## src/rtl/assert_macros.svh

```systemverilog
// Assertion macros used by the histogram counter back end
`ifndef ASSERT_MACROS_SVH
`define ASSERT_MACROS_SVH

// Check a property on every rising clock edge outside reset
`define PHC_ASSERT(lbl, clk, rst_n, prop, msg) \
	lbl: assert property (@(posedge clk) disable iff (!rst_n) (prop)) else $error(msg);

// Check that a condition never holds outside reset
`define PHC_NEVER(lbl, clk, rst_n, cond, msg) \
	lbl: assert property (@(posedge clk) disable iff (!rst_n) !(cond)) else $error(msg);

`endif

```

## src/rtl/phc_pkg.sv

```systemverilog
// Shared types, codes and constants of the packet ID histogram counter
`default_nettype none
package phc_pkg;

	localparam int ID_W    = 32;
	localparam int CLS_W   = 3;
	localparam int RADDR_W = 12;
	localparam int CNT_W   = 32;
	localparam int UNK_N   = 7;
	localparam int UNK_W   = 3;
	localparam int TBL_AW  = 15;
	localparam int OP_W    = 3;
	localparam int Q_DEPTH = 4;
	localparam int Q_AW    = 2;

	localparam int PI_ENTRIES_DEF  = 768;
	localparam int X1_ENTRIES_DEF  = 256;
	localparam int VDC_ENTRIES_DEF = 256;
	localparam int MRP_ENTRIES_DEF = 1536;
	localparam int IPC_ENTRIES_DEF = 256;

	localparam logic [ID_W-1:0] IPC_ID_BASE = 32'd600;

	localparam logic [CLS_W-1:0] CLS_PI  = 3'd0;
	localparam logic [CLS_W-1:0] CLS_X1  = 3'd1;
	localparam logic [CLS_W-1:0] CLS_VDC = 3'd2;
	localparam logic [CLS_W-1:0] CLS_BF  = 3'd3;
	localparam logic [CLS_W-1:0] CLS_MRP = 3'd4;
	localparam logic [CLS_W-1:0] CLS_IPC = 3'd5;
	localparam logic [CLS_W-1:0] CLS_UNK_LO = 3'd6;
	localparam logic [CLS_W-1:0] CLS_UNK_HI = 3'd7;

	localparam logic [UNK_W-1:0] UNK_TYPE_SLOT = 3'd6;

	localparam logic KIND_COUNT = 1'b0;
	localparam logic KIND_READ  = 1'b1;

	localparam logic [OP_W-1:0] OP_CNT_TBL = 3'd0;
	localparam logic [OP_W-1:0] OP_CNT_UNK = 3'd1;
	localparam logic [OP_W-1:0] OP_RD_TBL  = 3'd2;
	localparam logic [OP_W-1:0] OP_RD_UNK  = 3'd3;
	localparam logic [OP_W-1:0] OP_RD_NONE = 3'd4;

	typedef struct packed {
		logic               kind;
		logic [CLS_W-1:0]   packet_class;
		logic [ID_W-1:0]    packet_id;
		logic [RADDR_W-1:0] read_address;
	} in_item_t;

	typedef struct packed {
		logic [CNT_W-1:0] counter_value;
		logic             in_table;
	} out_item_t;

	typedef struct packed {
		logic [OP_W-1:0]   op;
		logic [TBL_AW-1:0] tbl_addr;
		logic [UNK_W-1:0]  unk_idx;
	} cmd_t;

endpackage
`default_nettype wire

```

## src/rtl/phc_queue.sv

```systemverilog
// Short command queue between the front and back ends
`default_nettype none
module phc_queue (
	input  wire  logic          clk,
	input  wire  logic          arst_n,
	input  wire  logic          push,
	input  wire  phc_pkg::cmd_t push_cmd,
	output       logic          full,
	input  wire  logic          pop,
	output       logic          not_empty,
	output       phc_pkg::cmd_t head
);
	import phc_pkg::*;

	cmd_t              ent_q [Q_DEPTH];
	logic [Q_AW-1:0]   wr_ptr_q;
	logic [Q_AW-1:0]   rd_ptr_q;
	logic [Q_AW:0]     cnt_q;
	logic              do_push;
	logic              do_pop;

	assign full      = cnt_q == (Q_AW+1)'(Q_DEPTH);
	assign not_empty = cnt_q != '0;
	assign do_push   = push && !full;
	assign do_pop    = pop && not_empty;
	assign head      = ent_q[rd_ptr_q];

	always_ff @(posedge clk) begin
		if (do_push) begin
			ent_q[wr_ptr_q] <= push_cmd;
		end
	end

	always_ff @(posedge clk or negedge arst_n) begin
		if (!arst_n) begin
			wr_ptr_q <= '0;
			rd_ptr_q <= '0;
			cnt_q    <= '0;
		end else begin
			if (do_push) begin
				wr_ptr_q <= wr_ptr_q + 1'b1;
			end
			if (do_pop) begin
				rd_ptr_q <= rd_ptr_q + 1'b1;
			end
			case ({do_push, do_pop})
				2'b10:   cnt_q <= cnt_q + 1'b1;
				2'b01:   cnt_q <= cnt_q - 1'b1;
				default: cnt_q <= cnt_q;
			endcase
		end
	end

endmodule
`default_nettype wire

```

## config.mk

```make
export PLATFORM = sky130hd
export DESIGN_NAME = phc_queue
export DESIGN_NICKNAME = d
export VERILOG_FILES = /design/src/rtl/assert_macros.svh /design/src/rtl/phc_pkg.sv /design/src/rtl/phc_queue.sv
export SDC_FILE = /design/constraint.sdc
export NUM_CORES = 1
export LEC_CHECK = 0
export ABC_AREA = 1
export ABC_CLOCK_PERIOD_IN_PS = 4200
export BUFFER_PORTS_ARGS = -buffer_cell sky130_fd_sc_hd__buf_2
export CORE_MARGIN = 4
export CORE_UTILIZATION = 60
export CTS_CLUSTER_SIZE = 25
export DETAILED_ROUTE_END_ITERATION = 16
export PLACE_DENSITY_LB_ADDON = 0.1
export SKIP_LAST_GASP = 1
export SYNTH_ARGS = -nofsm -noshare
export SYNTH_HDL_FRONTEND = slang
export SYNTH_SLANG_ARGS = --single-unit
```

## constraint.sdc

```tcl
create_clock -name clk -period 4.2 [get_ports clk]
set_input_delay 0.84 -clock clk [delete_from_list [all_inputs] [get_ports clk]]
set_output_delay 0.84 -clock clk [all_outputs]
set_load 0.01 [all_outputs]
```

==> impl.org <==
** Run status
- The run finished with clean final reports.

** Synth
- The number of nets handed over by synthesis was 336.
- Basic-gate share of the synthesized area counting and, or, nand and nor cells :: under 10%
- The Yosys step of the flow raised 0 warnings.
- Post-synthesis share of cell area spent on xor and xnor gates :: 0.223%
- Cell area after synthesis :: 3920 um^2
- Proportion of synthesized chip area in sequential cells :: 68.8%
- Flip-flop and latch count after synthesis :: 91
- After synthesis, the cell types taking the most area are edfxtp_1 64%, o211ai_2 8.6%, nand2_1 7.8%.
- Count of different cell masters after synthesis :: 16
- Average size of a mapped cell :: 12.8 um^2
- Fraction of the mapped netlist area in adder cells :: about 2.1%
- Synthesized-area fraction occupied by ao, oa, aoi and oai cells :: 11.6%
- Area share of the largest cell type after synthesis :: 64.4%
- Measured against the total synthesized area, the mux share comes to 0%.
- Synthesized netlist cell count :: 305
- After synthesis, the largest family of logic cells by area is compound AO/OA/AOI/OAI gates.
- Of all cell types, the one taking the most synthesized area is edfxtp_1.

** Placed design
- Placement-stage cell area :: 4220 um^2
- In this run the tool buffered the top-level ports with 47 buffer cells.
- At the end of routability-driven placement, the weighted congestion stood at between 0.7 and 0.8.
- HPWL after detailed placement :: 4.25 mm

** Timing
- Final setup viols :: 0
- Worst-case clock skew :: 0.00753 ns
- Final cycle utilization of the critical path :: 69.5%
- Worst-case headroom to the max-slew limit :: roughly three fifths
- RSZ-0062 raised after global routing :: no
- Max Clk Rate :: 0.343 GHz
- The number of failing hold endpoints at the final stage is 0.
- Subtracting the final worst setup slack from the clock period gives 2.92 ns.
- Adding up every negative setup slack in the final design gives 0 ns.
- Transition at the pin with the smallest max-transition slack :: 0.597 ns
- The number of max-slew violations in the final report is 0.

** Route
- For this block, the initial DRC count from the detailed router was 101.
- Post-route ant nets :: 0
- Drt via density :: roughly 5.2
- Wires add up to a little under 7 mm.
- Vias :: approximately 2300
- Dividing the detail-routed wire length by the instance count gives 15.5 um.
- Total iterations of the first detailed-routing run :: 4
- Residual DRC :: 0

** Pwr
- Summing internal, switching and leakage power gives 0.00302 W.
- Dividing total power by cell area gives a power density of ~700 nW/um^2.
- Static Leakage :: roughly 1.9 nW
- Worst IR Drop VDD :: 403 uV

** CTS
- The tree is rooted in a clkbuf_8.
- TritonCTS built the clock tree.
- The later pin in the worst-skew pair is clocked with a latency of 0.35 ns.
- Post-CTS repair changed the size of 0 cells.
- The clock net in this run drives a total of between 90 and 100 sinks.
- Clock tree synthesis inserted a total of 9 buffers.
- Clock-pin slew was measured on the worst setup and hold paths at 0.08 ns.
- Count of hold buffers inserted by post-cts repair :: 0
- Buffer levels on the longest clock path :: 2
- H-tree depth :: 3
- Post-CTS setup buffer count :: 0

** Floorplan
- Pin placement for this block handled 48 I/O pins.
- Chip Height :: 88.8 um
- The initial utilization of the core area, before any placement, comes to 61.7%.
- Number of placement rows :: 29
- The die is 88.8 um wide.
- Area of the placeable core :: 6350 um^2
- Area of the die :: 7890 um^2

** Final layout
- At the end of the flow, the number of nets in the layout was 388.
- For this run, the share of the core covered by cells in the final layout is 69.7%.
- The post-route netlist has 28.2% of its cells at a drive strength greater than 1.
- Most common cell after layout, fill and taps aside :: edfxtp_1
- With fillers left out, the area of the finished cells amounts to 4430 um^2.
- The top cell types in the final layout, fill and taps aside, are 84 x edfxtp_1, 81 x nand2_1, 54 x inv_1.
- Syn-to-layout area delta :: 12.9%
- Antenna cells :: 0

** Setup path
- The worst setup path is captured at an output pin.
- Critical path class :: flip-flop to output pin
- The critical path starts at rd_ptr_q[0].
- At the worst endpoint, the required time is about 3.4 ns.
- Setup crit start kind :: flip-flop
- Max FO, Critical Path :: 33
- Data arrival time of the critical path :: between 2 and 2.5 ns
- The worst register-to-register path begins at cnt_q[0].
- Reg2Reg Depth :: 10

** Global route
- The number of antenna violations at the first check in global routing is 0.
- The first global-routing pass estimated 11.0 mm of wire.
- The total overflow left after global routing is 0.
- Entering global routing, the biggest net connects 34 pins.
- The number of global-route vias before repair was 2232.
- Global routing used 19.3% of the available tracks.

** Hold path
- In this run the worst hold path is classified as input pin to asynchronous set/reset pin.

** Flow run
- Max cap viols :: 0
==> metrics by stage <==
step	hold WS, ns	setup WS [ns]	cells
6_report	0.305	1.28	439
5_1_grt	0.300	1.08	439
2_1_floorplan	0.463	1.91	305
4_1_cts	0.304	1.28	439
3_3_place_gp	0.484	1.75	423
3_5_place_dp	0.482	1.67	423
==> registers in the layout, summed over array words and instances, names as in the netlist <==
| name | cells |
|---|---|
| ent_q | 84 |
| wr_ptr_q | 2 |
| cnt_q | 3 |
| rd_ptr_q | 2 |
==> per-layer routing <==
metal  part of all wire, %  vias up  GRT usage, %  routed length [um]
met5                     0        -             0                   0
met3                   5.0       11          5.21                 338
met4                   1.6        0          7.01                 108
met2                    50       46          31.6                3390
li1                      -     1139             -                   -
met1                    44     1073          24.8                2970
==> path summary, 6_finish.rpt <==
| check | endpoint | slack [ns] |
|---|---|---|
| max in group asynchronous | rd_ptr_q[0] | 3.73 |
| min in group clk | cnt_q[0] | 0.49 |
| max reg2reg | cnt_q[2] | 2.24 |
| min reg2reg | cnt_q[0] | 0.49 |
| max | head[4] | 1.28 |
| min | wr_ptr_q[1] | 0.30 |
==> final cells by class <==
cell class              count  area [um^2]
repair buffers             54          288
clock inverters             5         77.6
inverters                  58          218
flip-flops and latches     91         2700
clock buffers              11          131
well taps                  77         96.3
fillers                   461         1920
multi-input cells         143          917
==> cell families (layout without fill, tap and decap cells) <==
kind of cell / count (synthesis) / in the layout
AO/OA/AOI/OAI: 43 / 43
XOR/XNOR: 1 / 1
adder cells (fa/ha/maj): 6 / 6
buffers and inverters: 71 / 128
flip-flops: 91 / 91
AND/OR/NAND/NOR: 93 / 93
==> report_power, final <==
part / internal [W] / total (W) / leakage, nW / switching, W
logic: 0.000393 / 0.00113 / 0.943 / 0.000735
clock network: 0.000334 / 0.000621 / 0.105 / 0.000287
registers: 0.00120 / 0.00127 / 0.854 / 0.0000668
total: 0.00193 / 0.00302 / 1.90 / 0.00109
==> synth_stat cells <==
library cell  count
edfxtp_1         84
nand2_1          81
inv_1            54
o211ai_2         27
o211ai_1         15
buf_2             8
dfrtp_1           7
nand3_1           7
buf_6             5
ha_1              5
inv_2             4
nor2_1            4
fa_1              1
nand4_1           1
o21ai_0           1
xnor2_1           1
==> critical path, stage by stage, from the launching register on <==
cell,delay (ns)
dfrtp_1,0.41
inv_2,0.46
buf_4,0.43
nand2_1,0.10
o211ai_1,0.11
nand2_1,0.07
buf_2,0.14
Note: power is estimated with default switching activity, not from simulation.
