### src/rtl/assert_macros.svh
// Assertion macros used by the histogram counter back end
`ifndef ASSERT_MACROS_SVH
`define ASSERT_MACROS_SVH

// Check a property on every rising clock edge outside reset
`define PHC_ASSERT(lbl, clk, rst_n, prop, msg) \
	lbl: assert property (@(posedge clk) disable iff (!rst_n) (prop)) else $error(msg);

// Check that a condition never holds outside reset
`define PHC_NEVER(lbl, clk, rst_n, cond, msg) \
	lbl: assert property (@(posedge clk) disable iff (!rst_n) !(cond)) else $error(msg);

`endif

### src/rtl/phc_pkg.sv
// Shared types, codes and constants of the packet ID histogram counter
`default_nettype none
package phc_pkg;

	localparam int ID_W    = 32;
	localparam int CLS_W   = 3;
	localparam int RADDR_W = 12;
	localparam int CNT_W   = 32;
	localparam int UNK_N   = 7;
	localparam int UNK_W   = 3;
	localparam int TBL_AW  = 15;
	localparam int OP_W    = 3;
	localparam int Q_DEPTH = 4;
	localparam int Q_AW    = 2;

	localparam int PI_ENTRIES_DEF  = 768;
	localparam int X1_ENTRIES_DEF  = 256;
	localparam int VDC_ENTRIES_DEF = 256;
	localparam int MRP_ENTRIES_DEF = 1536;
	localparam int IPC_ENTRIES_DEF = 256;

	localparam logic [ID_W-1:0] IPC_ID_BASE = 32'd600;

	localparam logic [CLS_W-1:0] CLS_PI  = 3'd0;
	localparam logic [CLS_W-1:0] CLS_X1  = 3'd1;
	localparam logic [CLS_W-1:0] CLS_VDC = 3'd2;
	localparam logic [CLS_W-1:0] CLS_BF  = 3'd3;
	localparam logic [CLS_W-1:0] CLS_MRP = 3'd4;
	localparam logic [CLS_W-1:0] CLS_IPC = 3'd5;
	localparam logic [CLS_W-1:0] CLS_UNK_LO = 3'd6;
	localparam logic [CLS_W-1:0] CLS_UNK_HI = 3'd7;

	localparam logic [UNK_W-1:0] UNK_TYPE_SLOT = 3'd6;

	localparam logic KIND_COUNT = 1'b0;
	localparam logic KIND_READ  = 1'b1;

	localparam logic [OP_W-1:0] OP_CNT_TBL = 3'd0;
	localparam logic [OP_W-1:0] OP_CNT_UNK = 3'd1;
	localparam logic [OP_W-1:0] OP_RD_TBL  = 3'd2;
	localparam logic [OP_W-1:0] OP_RD_UNK  = 3'd3;
	localparam logic [OP_W-1:0] OP_RD_NONE = 3'd4;

	typedef struct packed {
		logic               kind;
		logic [CLS_W-1:0]   packet_class;
		logic [ID_W-1:0]    packet_id;
		logic [RADDR_W-1:0] read_address;
	} in_item_t;

	typedef struct packed {
		logic [CNT_W-1:0] counter_value;
		logic             in_table;
	} out_item_t;

	typedef struct packed {
		logic [OP_W-1:0]   op;
		logic [TBL_AW-1:0] tbl_addr;
		logic [UNK_W-1:0]  unk_idx;
	} cmd_t;

endpackage
`default_nettype wire

### src/rtl/phc_front.sv
// Front end: classify an input item into a counter operation
`default_nettype none
module phc_front #(
	parameter int PI_ENTRIES  = phc_pkg::PI_ENTRIES_DEF,
	parameter int X1_ENTRIES  = phc_pkg::X1_ENTRIES_DEF,
	parameter int VDC_ENTRIES = phc_pkg::VDC_ENTRIES_DEF,
	parameter int MRP_ENTRIES = phc_pkg::MRP_ENTRIES_DEF,
	parameter int IPC_ENTRIES = phc_pkg::IPC_ENTRIES_DEF
) (
	input  wire phc_pkg::in_item_t item,
	output      phc_pkg::cmd_t     cmd
);
	import phc_pkg::*;

	localparam int BASE_PI  = 0;
	localparam int BASE_X1  = PI_ENTRIES;
	localparam int BASE_VDC = BASE_X1 + X1_ENTRIES;
	localparam int BASE_BF  = BASE_VDC + VDC_ENTRIES;
	localparam int BASE_MRP = BASE_BF + PI_ENTRIES;
	localparam int BASE_IPC = BASE_MRP + MRP_ENTRIES;
	localparam int TBL_DEPTH = BASE_IPC + IPC_ENTRIES;

	logic [TBL_AW-1:0] base;
	logic [ID_W-1:0]   size;
	logic [ID_W-1:0]   off;
	logic              id_ok;
	logic [ID_W-1:0]   rd_ext;
	logic [ID_W-1:0]   rd_unk_off;

	always_comb begin
		case (item.packet_class)
			CLS_PI: begin
				base = TBL_AW'(BASE_PI);
				size = ID_W'(PI_ENTRIES);
			end
			CLS_X1: begin
				base = TBL_AW'(BASE_X1);
				size = ID_W'(X1_ENTRIES);
			end
			CLS_VDC: begin
				base = TBL_AW'(BASE_VDC);
				size = ID_W'(VDC_ENTRIES);
			end
			CLS_BF: begin
				base = TBL_AW'(BASE_BF);
				size = ID_W'(PI_ENTRIES);
			end
			CLS_MRP: begin
				base = TBL_AW'(BASE_MRP);
				size = ID_W'(MRP_ENTRIES);
			end
			CLS_IPC: begin
				base = TBL_AW'(BASE_IPC);
				size = ID_W'(IPC_ENTRIES);
			end
			default: begin
				base = '0;
				size = '0;
			end
		endcase
	end

	always_comb begin
		if (item.packet_class == CLS_IPC) begin
			off   = item.packet_id - IPC_ID_BASE;
			id_ok = (item.packet_id >= IPC_ID_BASE) && (off < size);
		end else begin
			off   = item.packet_id;
			id_ok = off < size;
		end
	end

	assign rd_ext     = ID_W'(item.read_address);
	assign rd_unk_off = rd_ext - ID_W'(TBL_DEPTH);

	always_comb begin
		cmd.op       = OP_RD_NONE;
		cmd.tbl_addr = TBL_AW'(item.read_address);
		cmd.unk_idx  = rd_unk_off[UNK_W-1:0];
		if (item.kind == KIND_READ) begin
			if (rd_ext < ID_W'(TBL_DEPTH)) begin
				cmd.op = OP_RD_TBL;
			end else if (rd_unk_off < ID_W'(UNK_N)) begin
				cmd.op = OP_RD_UNK;
			end
		end else if (item.packet_class inside {[CLS_UNK_LO:CLS_UNK_HI]}) begin
			cmd.op      = OP_CNT_UNK;
			cmd.unk_idx = UNK_TYPE_SLOT;
		end else if (id_ok) begin
			cmd.op       = OP_CNT_TBL;
			cmd.tbl_addr = base + off[TBL_AW-1:0];
		end else begin
			cmd.op      = OP_CNT_UNK;
			cmd.unk_idx = item.packet_class;
		end
	end

endmodule
`default_nettype wire

### config.mk
export PLATFORM = sky130hd
export DESIGN_NAME = phc_front
export DESIGN_NICKNAME = d
export VERILOG_FILES = /design/src/rtl/assert_macros.svh /design/src/rtl/phc_pkg.sv /design/src/rtl/phc_front.sv
export SDC_FILE = /design/constraint.sdc
export NUM_CORES = 1
export LEC_CHECK = 0
export BUFFER_PORTS_ARGS = -buffer_cell sky130_fd_sc_hd__clkbuf_2
export CORE_MARGIN = 5
export CORE_UTILIZATION = 53
export DETAILED_ROUTE_END_ITERATION = 16
export PLACE_DENSITY = 0.91
export SYNTH_ARGS = -nofsm -noshare
export SYNTH_HDL_FRONTEND = slang
export SYNTH_SLANG_ARGS = --single-unit
### constraint.sdc
create_clock -name vclk -period 14.67
set_input_delay 3.6675 -clock vclk [all_inputs]
set_output_delay 3.6675 -clock vclk [all_outputs]
set_load 0.05 [all_outputs]
==> impl_summary.log, run 1 <==
INFO  metric yosys_warnings = 0
INFO  metric syn-mean-instance-area = roughly 7.5 sq um
INFO  metric place.gp.congestion = ~0.9
INFO  metric power.static_leakage = around 0.85 nW
INFO  metric slew_viol_final = 0
INFO  metric io_pins = 69
INFO  metric viasPerCell = between 6 and 7
INFO  metric slew_headroom = 44.1%
INFO  metric post_cts_hold_buffer_count = 0
INFO  metric synthDistinctLibCells = 60
INFO  metric totalPowerFinal = between 0.00005 and 0.00006 W
INFO  metric drt-pass1-iter-count = 5
INFO  metric setup.worst_path.class = in -> out
INFO  metric worstMarginPinSlew = a little over 0.8 ns
INFO  metric status = finished, final reports clean
INFO  metric timing.fmax = 0.0928 GHz
INFO  metric drt-total-wl = 3860 microns
INFO  metric leftover_overflow_at_the_end_of_global_routing = 0
INFO  metric sequential_cell_total = 0
INFO  metric num-clock-buffers = 0
INFO  metric worstSetupEndpointType = output pin
INFO  metric ff_latch_area = 0 sq um
INFO  metric synth_seq_area_share = 0%
INFO  metric nNetsFinal = around 300
INFO  metric worst_hold_path_type = in -> out
INFO  metric number_of_global_route_vias_before_repair = roughly 1.5k
INFO  metric start_kind = primary input
INFO  metric timing.critical_path.arrival = between 7 and 8 ns
INFO  metric worst_slack = just under 4 ns
INFO  metric row_count = 18
INFO  metric drive_gt1_share = 37.2%
INFO  metric syn_inst = ~180
INFO  metric commonest_cells_post_synth = sky130_fd_sc_hd__nor2_1 (15), sky130_fd_sc_hd__a21oi_1 (11), sky130_fd_sc_hd__nand2_1 (11)
INFO  metric grt_max_degree = 14
INFO  metric design_area = 1670 sq um
INFO  metric hpwlAfterDp = ~3300 microns
INFO  metric tns = 0 ns
INFO  metric die_h = around 61 microns
INFO  metric report.final.setup_viol = 0
INFO  metric layout_worst_path_cycle_share = 73.4%
INFO  metric synthDominantCellAreaShare = 9.90%
INFO  metric grt_first_pass_wirelength = ~6400 microns
INFO  metric placement.setup.worst_slack = 3.95 ns
INFO  metric placement.io_buffers = between 60 and 70
INFO  metric yosysMostFrequentCell = sky130_fd_sc_hd__nor2_1
INFO  metric detail_route.wl_per_cell = 14.3 microns
INFO  metric synth.area.top_cells = sky130_fd_sc_hd__mux2_4 (9.9%), sky130_fd_sc_hd__ha_1 (8.2%), sky130_fd_sc_hd__xnor2_1 (5.1%)
INFO  metric vdd.ir_drop.worst = roughly 0.028 mV
INFO  metric finalWorstPathRequiredPeriod = between 10 and 15 ns
INFO  metric cts_repair_resize_count = 0
INFO  metric crit_required = approximately 11 ns
INFO  metric yosys.area.top_type = sky130_fd_sc_hd__mux2_4
INFO  metric diodes = 0
INFO  metric cap_violations = 0
INFO  metric post_dp_cell_area = 1670 sq um
INFO  metric p_per_area = about 32 nW/um^2
INFO  metric vias = around 1.6k
INFO  metric die_footprint = between 3000 and 4000 sq um
INFO  metric maximum_net_fanout_on_the_critical_path = 13
INFO  metric grt_antenna_before_repair = 0
INFO  metric final_hold_viol_count = 0
INFO  metric drt_iter0_drc = approximately 100
INFO  metric area_growth = 22.5%
INFO  metric rsz0062_at_grt = no
INFO  metric start_util = 55.1%
INFO  metric multi_input_area = approximately 1300 sq um
INFO  metric postCtsSetupRepairBufs = 0
INFO  metric core_area = roughly 2500 sq um
INFO  metric antenna_left = 0
INFO  metric grt_util_all_layers = 21.6%
INFO  metric floorplan_die_width = between 60 and 70 microns
INFO  metric final.fill_count = 219
INFO  metric drcViolationCount = 0
INFO  metric syn-cell-area = around 1400 sq um
## critical path: stages
cell and delay [ns]:
sky130_fd_sc_hd__clkbuf_2 0.15, sky130_fd_sc_hd__a21oi_1 0.38, sky130_fd_sc_hd__o21ai_0 0.27, sky130_fd_sc_hd__xnor2_1 0.19, sky130_fd_sc_hd__ha_1 0.30, sky130_fd_sc_hd__a22oi_1 0.18
sky130_fd_sc_hd__nand4bb_1 0.13, sky130_fd_sc_hd__a2111oi_2 0.35, sky130_fd_sc_hd__o2111ai_1 0.21, sky130_fd_sc_hd__o41ai_4 0.45, sky130_fd_sc_hd__nand2_4 0.23, sky130_fd_sc_hd__mux2_4 0.35
sky130_fd_sc_hd__clkbuf_2 0.24
## report_power, final
group | leakage [nW] | switching (W) | total, W | internal [W]
Sequential | 0 | 0 | 0 | 0
Combinational | 0.852 | 0.0000337 | 0.0000537 | 0.0000199
Clock | 0 | 0 | 0 | 0
## per-layer routing
layer	wire length, microns	vias up	share of wire [%]	track usage (%)
met5	0	-	0	0
met4	53	0	1.4	3.10
met3	328	6	8.5	1.28
met1	1520	735	39	29.9
li1	-	810	-	-
met2	1950	84	51	37.6
## cell usage in the layout (no fill, tap or decap), types with 3 or more instances in the layout
master / n
sky130_fd_sc_hd__xnor2_1: 8
sky130_fd_sc_hd__clkbuf_2: 67
sky130_fd_sc_hd__o21ai_0: 9
sky130_fd_sc_hd__mux2_2: 4
sky130_fd_sc_hd__xor2_1: 7
sky130_fd_sc_hd__a211oi_1: 3
sky130_fd_sc_hd__ha_1: 9
sky130_fd_sc_hd__nor2b_1: 4
sky130_fd_sc_hd__o211ai_1: 3
sky130_fd_sc_hd__nor3_1: 4
sky130_fd_sc_hd__nor4_1: 6
sky130_fd_sc_hd__nor2_1: 15
sky130_fd_sc_hd__a21oi_1: 11
sky130_fd_sc_hd__nand2_1: 11
sky130_fd_sc_hd__nand4_1: 3
sky130_fd_sc_hd__nand3_1: 7
sky130_fd_sc_hd__mux2_4: 9
sky130_fd_sc_hd__nand2b_1: 3
sky130_fd_sc_hd__a21o_1: 6
sky130_fd_sc_hd__inv_1: 6
## final cells by class
class	count	share of cell area (%)
repair buffers	67	20.1
inverters	6	1.35
well taps	30	2.25
multi-input cells	166	76.3
## final timing paths
kind | startpoint | endpoint | slack (ns) | cells past startpoint
setup / recovery | item[17] | cmd[14] | 3.90 | 13
hold / removal | item[13] | cmd[4] | 7.80 | 3
## stage by stage
stage          utilization [%]  hold slack (ns)  std cells
6_report                  67.5             7.80        269
5_1_grt                   67.5             7.81        269
4_1_cts                   67.5             7.80        269
3_5_place_dp              67.5             7.80        269
3_3_place_gp              67.5             7.78        269
2_1_floorplan                -             7.56        182
## cells by family (layout without fill, tap and decap cells)
logic type	count (synthesis)	count (layout)	share of synthesized area, %
AOI/OAI and AO/OA	55	55	30.4
muxes	13	13	13.2
and+or+nand+nor	71	71	30.0
adders and majority gates	10	10	9.72
buffers and inverters	16	73	6.78
xor gates and xnor gates	15	15	9.62
other	1	2	0.275
No activity file was read; power rests on OpenSTA's default activity.
==> inputs of run 2 (changes only) <==
- CORE_UTILIZATION: 53 -> 49
- PLACE_DENSITY: 0.91 -> 0.85
- clock period: 14.67 -> 10.1 ns (I/O delays scaled with it)
==> impl_summary.log, run 2 (synthesis results as in run 1) <==
INFO  metric cap_violations = 0 (unchanged)
INFO  metric drt-total-wl = 4050 microns (+5.0%)
INFO  metric ff_latch_area = 0 sq um (unchanged)
INFO  metric p_sw = 0.0000490 W (+45%)
INFO  metric swShare = 62.8% (about the same)
INFO  metric setup.worst_path.class = in -> out
INFO  metric comb_power_share = 100.0% (about the same)
INFO  metric timing.fmax = approximately 0.12 GHz
INFO  metric drive_gt1_share = 37.2% (unchanged)
INFO  metric cts_repair_resize_count = 0 (unchanged)
INFO  metric die_h = 62.8 microns (+3.3%)
INFO  metric crit_family = compound AO/OA/AOI/OAI gates
INFO  metric drt_iter0_drc = 116 (+12%)
INFO  metric slew_headroom = 34.4% (-9.7 points)
INFO  metric share_seq_of_total_power = 0% (unchanged)
INFO  metric hpwlAfterDp = 3440 microns (+2.9%)
INFO  metric vdd.ir_drop.worst = 0.0424 mV (+50%)
INFO  metric design_area = 1670 sq um (about the same)
INFO  metric pwr-share-clk = 0% (unchanged)
INFO  metric timing.critical_path.arrival = 6.00 ns (-1.11 ns)
INFO  metric grt_max_degree = 14 (unchanged)
INFO  metric core_area = 2710 sq um (+9.4%)
INFO  metric layout.core_utilization = 61.7% (-5.7 points)
INFO  metric vias = 1645 (+0.61%)
INFO  metric start_kind = primary input
INFO  metric worstSetupEndpointType = output pin
INFO  metric mostFrequentLayoutCells = sky130_fd_sc_hd__clkbuf_2 (67), sky130_fd_sc_hd__nor2_1 (15), sky130_fd_sc_hd__nand2_1 (11), sky130_fd_sc_hd__a21oi_1 (11)
INFO  metric path_cells = clkbuf_2 -> a21oi_1 -> o21ai_0 -> xnor2_1 -> ha_1 -> a22oi_1 -> nand4bb_1 -> a2111oi_2 -> o2111ai_1 -> o41ai_4 -> nand2_4 -> mux2_4 -> clkbuf_2
INFO  metric diodes = 0 (unchanged)
INFO  metric area_growth = 22.5% (about the same)
INFO  metric antenna_left = 0 (unchanged)
INFO  metric leftover_overflow_at_the_end_of_global_routing = 0 (unchanged)
INFO  metric floorplan_die_width = 62.8 microns (+3.3%)
INFO  metric timing.critical_path.slowest_stage_cell = sky130_fd_sc_hd__o41ai_4
INFO  metric placement.io_buffers = 67 (unchanged)
INFO  metric finalWorstPathRequiredPeriod = 8.52 ns
INFO  metric cp_common_cell = sky130_fd_sc_hd__clkbuf_2
INFO  metric worst_hold_path_type = in -> out
INFO  metric p_per_area = 46.6 nW/um^2 (+45%)
INFO  metric final_hold_viol_count = 0 (unchanged)
INFO  metric io_pins = 69 (unchanged)
INFO  metric layout_worst_path_cycle_share = roughly 84%
INFO  metric report.final.setup_viol = 0 (unchanged)
INFO  metric placed_cells_incl_taps = 270 (+0.37%)
INFO  metric post_cts_hold_buffer_count = 0 (unchanged)
INFO  metric post_dp_cell_area = 1670 sq um (about the same)
INFO  metric postCtsSetupRepairBufs = 0 (unchanged)
INFO  metric final_common_cell = sky130_fd_sc_hd__clkbuf_2
INFO  metric slew_viol_final = 0 (unchanged)
INFO  metric row_count = 19 (+1)
INFO  metric detail_route.wl_per_cell = 15.0 microns (+4.6%)
INFO  metric rsz0062_at_grt = no
INFO  metric grt_first_pass_wirelength = 6980 microns (+9.2%)
INFO  metric grt_antenna_before_repair = 0 (unchanged)
INFO  metric worstMarginPinSlew = 0.959 ns (+0.142 ns)
INFO  metric fin_cells = 270 (+0.37%)
INFO  metric drt-pass1-iter-count = 5 (unchanged)
INFO  metric path_buf_inv = 2 (unchanged)
INFO  metric maximum_net_fanout_on_the_critical_path = 13 (unchanged)
INFO  metric crit_required = 7.58 ns (-3.42 ns)
INFO  metric viasPerCell = 6.09 (+0.24%)
INFO  metric grt_util_all_layers = 20.1% (-1.5 points)
INFO  metric power.static_leakage = 0.852 nW (unchanged)
INFO  metric place.gp.congestion = 0.963 (+6.5%)
INFO  metric nNetsFinal = 299 (unchanged)
INFO  metric status = finished, final reports clean
INFO  metric drcViolationCount = 0 (unchanged)
INFO  metric start_util = 50.4% (-4.7 points)
INFO  metric internal_power = 0.0000290 W (+45%)
INFO  metric sequential_cell_total = 0 (unchanged)
INFO  metric number_of_global_route_vias_before_repair = 1653 (+12%)
INFO  metric tns = 0 ns (unchanged)
INFO  metric slowest_delay = 0.46 ns (about the same)
INFO  metric die_footprint = 3940 sq um (+6.8%)
INFO  metric num-clock-buffers = 0 (unchanged)
## run 2: cell counts in the layout (fill, tap and decap cells not counted)
Identical to the previous run, type by type.
## run 2: final timing paths
kind,from,to,cells after the start
worst max-delay path,item[17],cmd[9],13
worst min-delay path,item[0],cmd[0],3
## run 2: metrics by stage
| stage | worst slack, ns | hold slack [ns] | total power [W] |
|---|---|---|---|
| finish | 1.58 | 5.49 | 0.0000780 |
| global route | 1.29 | 5.51 | 0.0000855 |
| CTS | 1.63 | 5.50 | 0.0000776 |
| detailed placement | 1.64 | 5.50 | 0.0000772 |
| global placement | 1.74 | 5.49 | 0.0000761 |
| floorplan | 1.83 | 5.27 | 0.0000548 |
## run 2: layout make-up
type,instances,area (sq um)
multi-input cells,166,1280
inverters,6,22.5
fillers,265,1040
repair buffers,67,335
well taps,31,38.8
## run 2: metal layers
metal  track usage, %  routed length [microns]
met1             25.2                     1640
met2             36.3                     2040
met3             2.88                      314
met5                0                        0
met4             3.45                       55
## run 2: power by group through the flow
stage	Clock, W	Combinational (W)	Sequential, W
2_1_floorplan	0	0.0000548	0
3_3_place_gp	0	0.0000761	0
3_5_place_dp	0	0.0000772	0
4_1_cts	0	0.0000776	0
5_1_grt	0	0.0000855	0
6_report	0	0.0000780	0
==> inputs of run 3 (changes only) <==
- ABC_AREA: not set -> 1
- CORE_UTILIZATION: 49 -> 54
- clock period: 10.1 -> 8.2 ns (I/O delays scaled with it)
==> impl_summary.log, run 3 <==
INFO  metric final_hold_viol_count = 0 (unchanged)
INFO  metric whs = 4.51 ns (-0.978 ns)
INFO  metric vias = 2703 (+64%)
INFO  metric antenna_left = 0 (unchanged)
INFO  metric report.final.setup_viol = 0 (unchanged)
INFO  metric vdd.ir_drop.worst = 0.0283 mV (-33%)
INFO  metric synthDistinctLibCells = 30 (-50%)
INFO  metric tns = 0 ns (unchanged)
INFO  metric yosys.area.top_type = sky130_fd_sc_hd__nand2_1
INFO  metric start_kind = primary input
INFO  metric grt_max_degree = 25 (+11)
INFO  metric mostFrequentLayoutCells = sky130_fd_sc_hd__nand2_1 (152), sky130_fd_sc_hd__nor2_1 (71), sky130_fd_sc_hd__clkbuf_2 (67)
INFO  metric multi_input_area = 1710 sq um (+34%)
INFO  metric num-clock-buffers = 0 (unchanged)
INFO  metric start_util = 54.8% (+4.5 points)
INFO  metric nNetsFinal = 536 (+79%)
INFO  metric power.static_leakage = 1.30 nW (+52%)
INFO  metric layout_worst_path_cycle_share = 82.1%
INFO  metric die_footprint = 4970 sq um (+26%)
INFO  metric final.fill_count = 404 (+52%)
INFO  metric rsz0062_at_grt = no
INFO  metric floorplan_die_width = 70.5 microns (+12%)
INFO  metric number_of_global_route_vias_before_repair = 2407 (+46%)
INFO  metric hpwlAfterDp = 5660 microns (+64%)
INFO  metric crit_required = 6.15 ns (-1.43 ns)
INFO  metric slew_viol_final = 0 (unchanged)
INFO  metric syn-mean-instance-area = 4.78 sq um (-37%)
INFO  metric layout.core_utilization = 64.5% (+2.8 points)
INFO  metric synth.area.top_cells = sky130_fd_sc_hd__nand2_1 (29%), sky130_fd_sc_hd__nor2_1 (13%), sky130_fd_sc_hd__nand3_1 (11%)
INFO  metric die_h = 70.5 microns (+12%)
INFO  metric p_per_area = 49.8 nW/um^2 (+6.9%)
INFO  metric yosys_warnings = 0 (unchanged)
INFO  metric worstSetupEndpointType = output pin
INFO  metric commonest_cells_post_synth = sky130_fd_sc_hd__nand2_1 (152), sky130_fd_sc_hd__nor2_1 (71), sky130_fd_sc_hd__inv_1 (58), sky130_fd_sc_hd__nand3_1 (45), sky130_fd_sc_hd__nor2_2 (11)
INFO  metric grt_antenna_before_repair = 0 (unchanged)
INFO  metric detail_route.wl_per_cell = 12.3 microns (-18%)
INFO  metric status = finished, final reports clean
INFO  metric worst_hold_path_type = in -> out
INFO  metric post_cts_hold_buffer_count = 0 (unchanged)
INFO  metric timing.fmax = ~0.15 GHz
INFO  metric post_dp_cell_area = 2330 sq um (+39%)
INFO  metric synth_seq_area_share = 0% (unchanged)
INFO  metric slowest_delay = 0.29 ns (-0.17 ns)
INFO  metric io_pins = 69 (unchanged)
INFO  metric design_area = 2330 sq um (+39%)
INFO  metric slew_headroom = 63.2% (+29 points)
INFO  metric drt_iter0_drc = 196 (+69%)
INFO  metric leftover_overflow_at_the_end_of_global_routing = 0 (unchanged)
INFO  metric row_count = 22 (+3)
INFO  metric final_common_cell = sky130_fd_sc_hd__nand2_1
INFO  metric worstMarginPinSlew = 0.552 ns (-0.407 ns)
INFO  metric drcViolationCount = 0 (unchanged)
INFO  metric cts_repair_resize_count = 0 (unchanged)
INFO  metric viasPerCell = 5.16 (-15%)
INFO  metric grt_util_all_layers = 24.9% (+4.9 points)
INFO  metric grt_first_pass_wirelength = 10400 microns (+50%)
INFO  metric syn_inst = 414 (+130%)
INFO  metric area_growth = 17.7%
INFO  metric cap_violations = 0 (unchanged)
INFO  metric cp_common_cell = sky130_fd_sc_hd__nor2_1
INFO  metric finalWorstPathRequiredPeriod = about 6.7 ns
INFO  metric core_area = 3610 sq um (+33%)
INFO  metric drt-pass1-iter-count = 7 (+2)
INFO  metric yosysMostFrequentCell = sky130_fd_sc_hd__nand2_1
INFO  metric syn-cell-area = 1980 sq um (+45%)
INFO  metric maximum_net_fanout_on_the_critical_path = 24 (+11)
INFO  metric timing.critical_path.arrival = 4.68 ns (-1.32 ns)
INFO  metric drive_gt1_share = 20.0% (-17 points)
INFO  metric postCtsSetupRepairBufs = 0 (unchanged)
INFO  metric drt-total-wl = 6470 microns (+60%)
INFO  metric place.gp.congestion = 0.947 (-1.7%)
INFO  metric timing.critical_path.slowest_stage_cell = sky130_fd_sc_hd__clkbuf_2
INFO  metric ff_latch_area = 0 sq um (unchanged)
INFO  metric synthDominantCellAreaShare = 28.9% (+19 points)
INFO  metric sequential_cell_total = 0 (unchanged)
INFO  metric setup.worst_path.class = in -> out
INFO  metric diodes = 0 (unchanged)
INFO  metric path_cells = clkbuf_2 -> inv_2 -> nor2_1 -> nand3_2 -> nand2_1 -> xor2_1 -> ha_1 -> nor2_1 -> nand2_1 -> nand3b_1 -> nor2_1 -> nand2_1 -> nor2_1 -> nand3_1 -> o21bai_4 -> nand2_4 -> o21ai_2 -> clkbuf_2
INFO  metric placement.io_buffers = 67 (unchanged)
==> run 3: changes by cell type after synthesis, moves of 6 or more <==
cell,change
sky130_fd_sc_hd__a21oi_1,-7
sky130_fd_sc_hd__xnor2_1,-6
sky130_fd_sc_hd__nand3_1,+38
sky130_fd_sc_hd__inv_1,+52
sky130_fd_sc_hd__nor2_2,+11
sky130_fd_sc_hd__nand2_1,+141
sky130_fd_sc_hd__a21o_1,-6
sky130_fd_sc_hd__o21ai_2,+8
sky130_fd_sc_hd__nor4_1,-6
sky130_fd_sc_hd__nor2_1,+56
sky130_fd_sc_hd__mux2_4,-9
==> run 3: cell families (layout without fill, tap and decap cells) <==
group	count (synthesis)	in the layout	share of synthesized area (%)
AOI/OAI and AO/OA	30	30	10.4
muxes	1	1	0.506
adders and majority gates	10	10	6.71
other	1	2	0.190
xor gates and xnor gates	9	9	3.99
and+or+nand+nor	298	298	64.6
buffers and inverters	65	126	13.7
==> run 3: final timing paths <==
| path | from | to | slack (ns) | cells after the start |
|---|---|---|---|---|
| max | item[21] | cmd[10] | 1.47 | 18 |
| min | item[3] | cmd[6] | 4.51 | 4 |
==> run 3: routing by layer <==
layer / up-vias / global-route usage, % / routed length, microns
met5: - / 0 / 0
met4: 0 / 4.04 / 74
met3: 8 / 2.45 / 584
met2: 105 / 40.5 / 2960
met1: 1167 / 35.9 / 2860
li1: 1423 / - / -
==> run 3: layout make-up <==
cell class / instances / area share, %
inverters: 59 / 9.52
multi-input cells: 350 / 73.5
well taps: 48 / 2.58
repair buffers: 67 / 14.4
==> run 3: through the flow <==
stage                     power (W)  setup slack (ns)  cells
after floorplan           0.0000782              1.56    415
after global routing       0.000128              1.13    524
final                      0.000116              1.47    524
after CTS                  0.000115              1.47    524
after detailed placement   0.000114              1.47    524
after global placement     0.000113              1.57    524
==> run 3: power by group <==
group          internal, W  switching, W  total, W
combinational    0.0000356     0.0000803  0.000116
sequential               0             0         0
clock                    0             0         0
total            0.0000356     0.0000803  0.000116
==> run 3: critical path, delay by kind of cell <==
kind / cells / cell delay (ns)
AOI/OAI and AO/OA: 2 / 0.40
buffers and inverters: 3 / 0.60
xor gates and xnor gates: 1 / 0.09
adders and majority gates: 1 / 0.18
and+or+nand+nor: 11 / 1.36
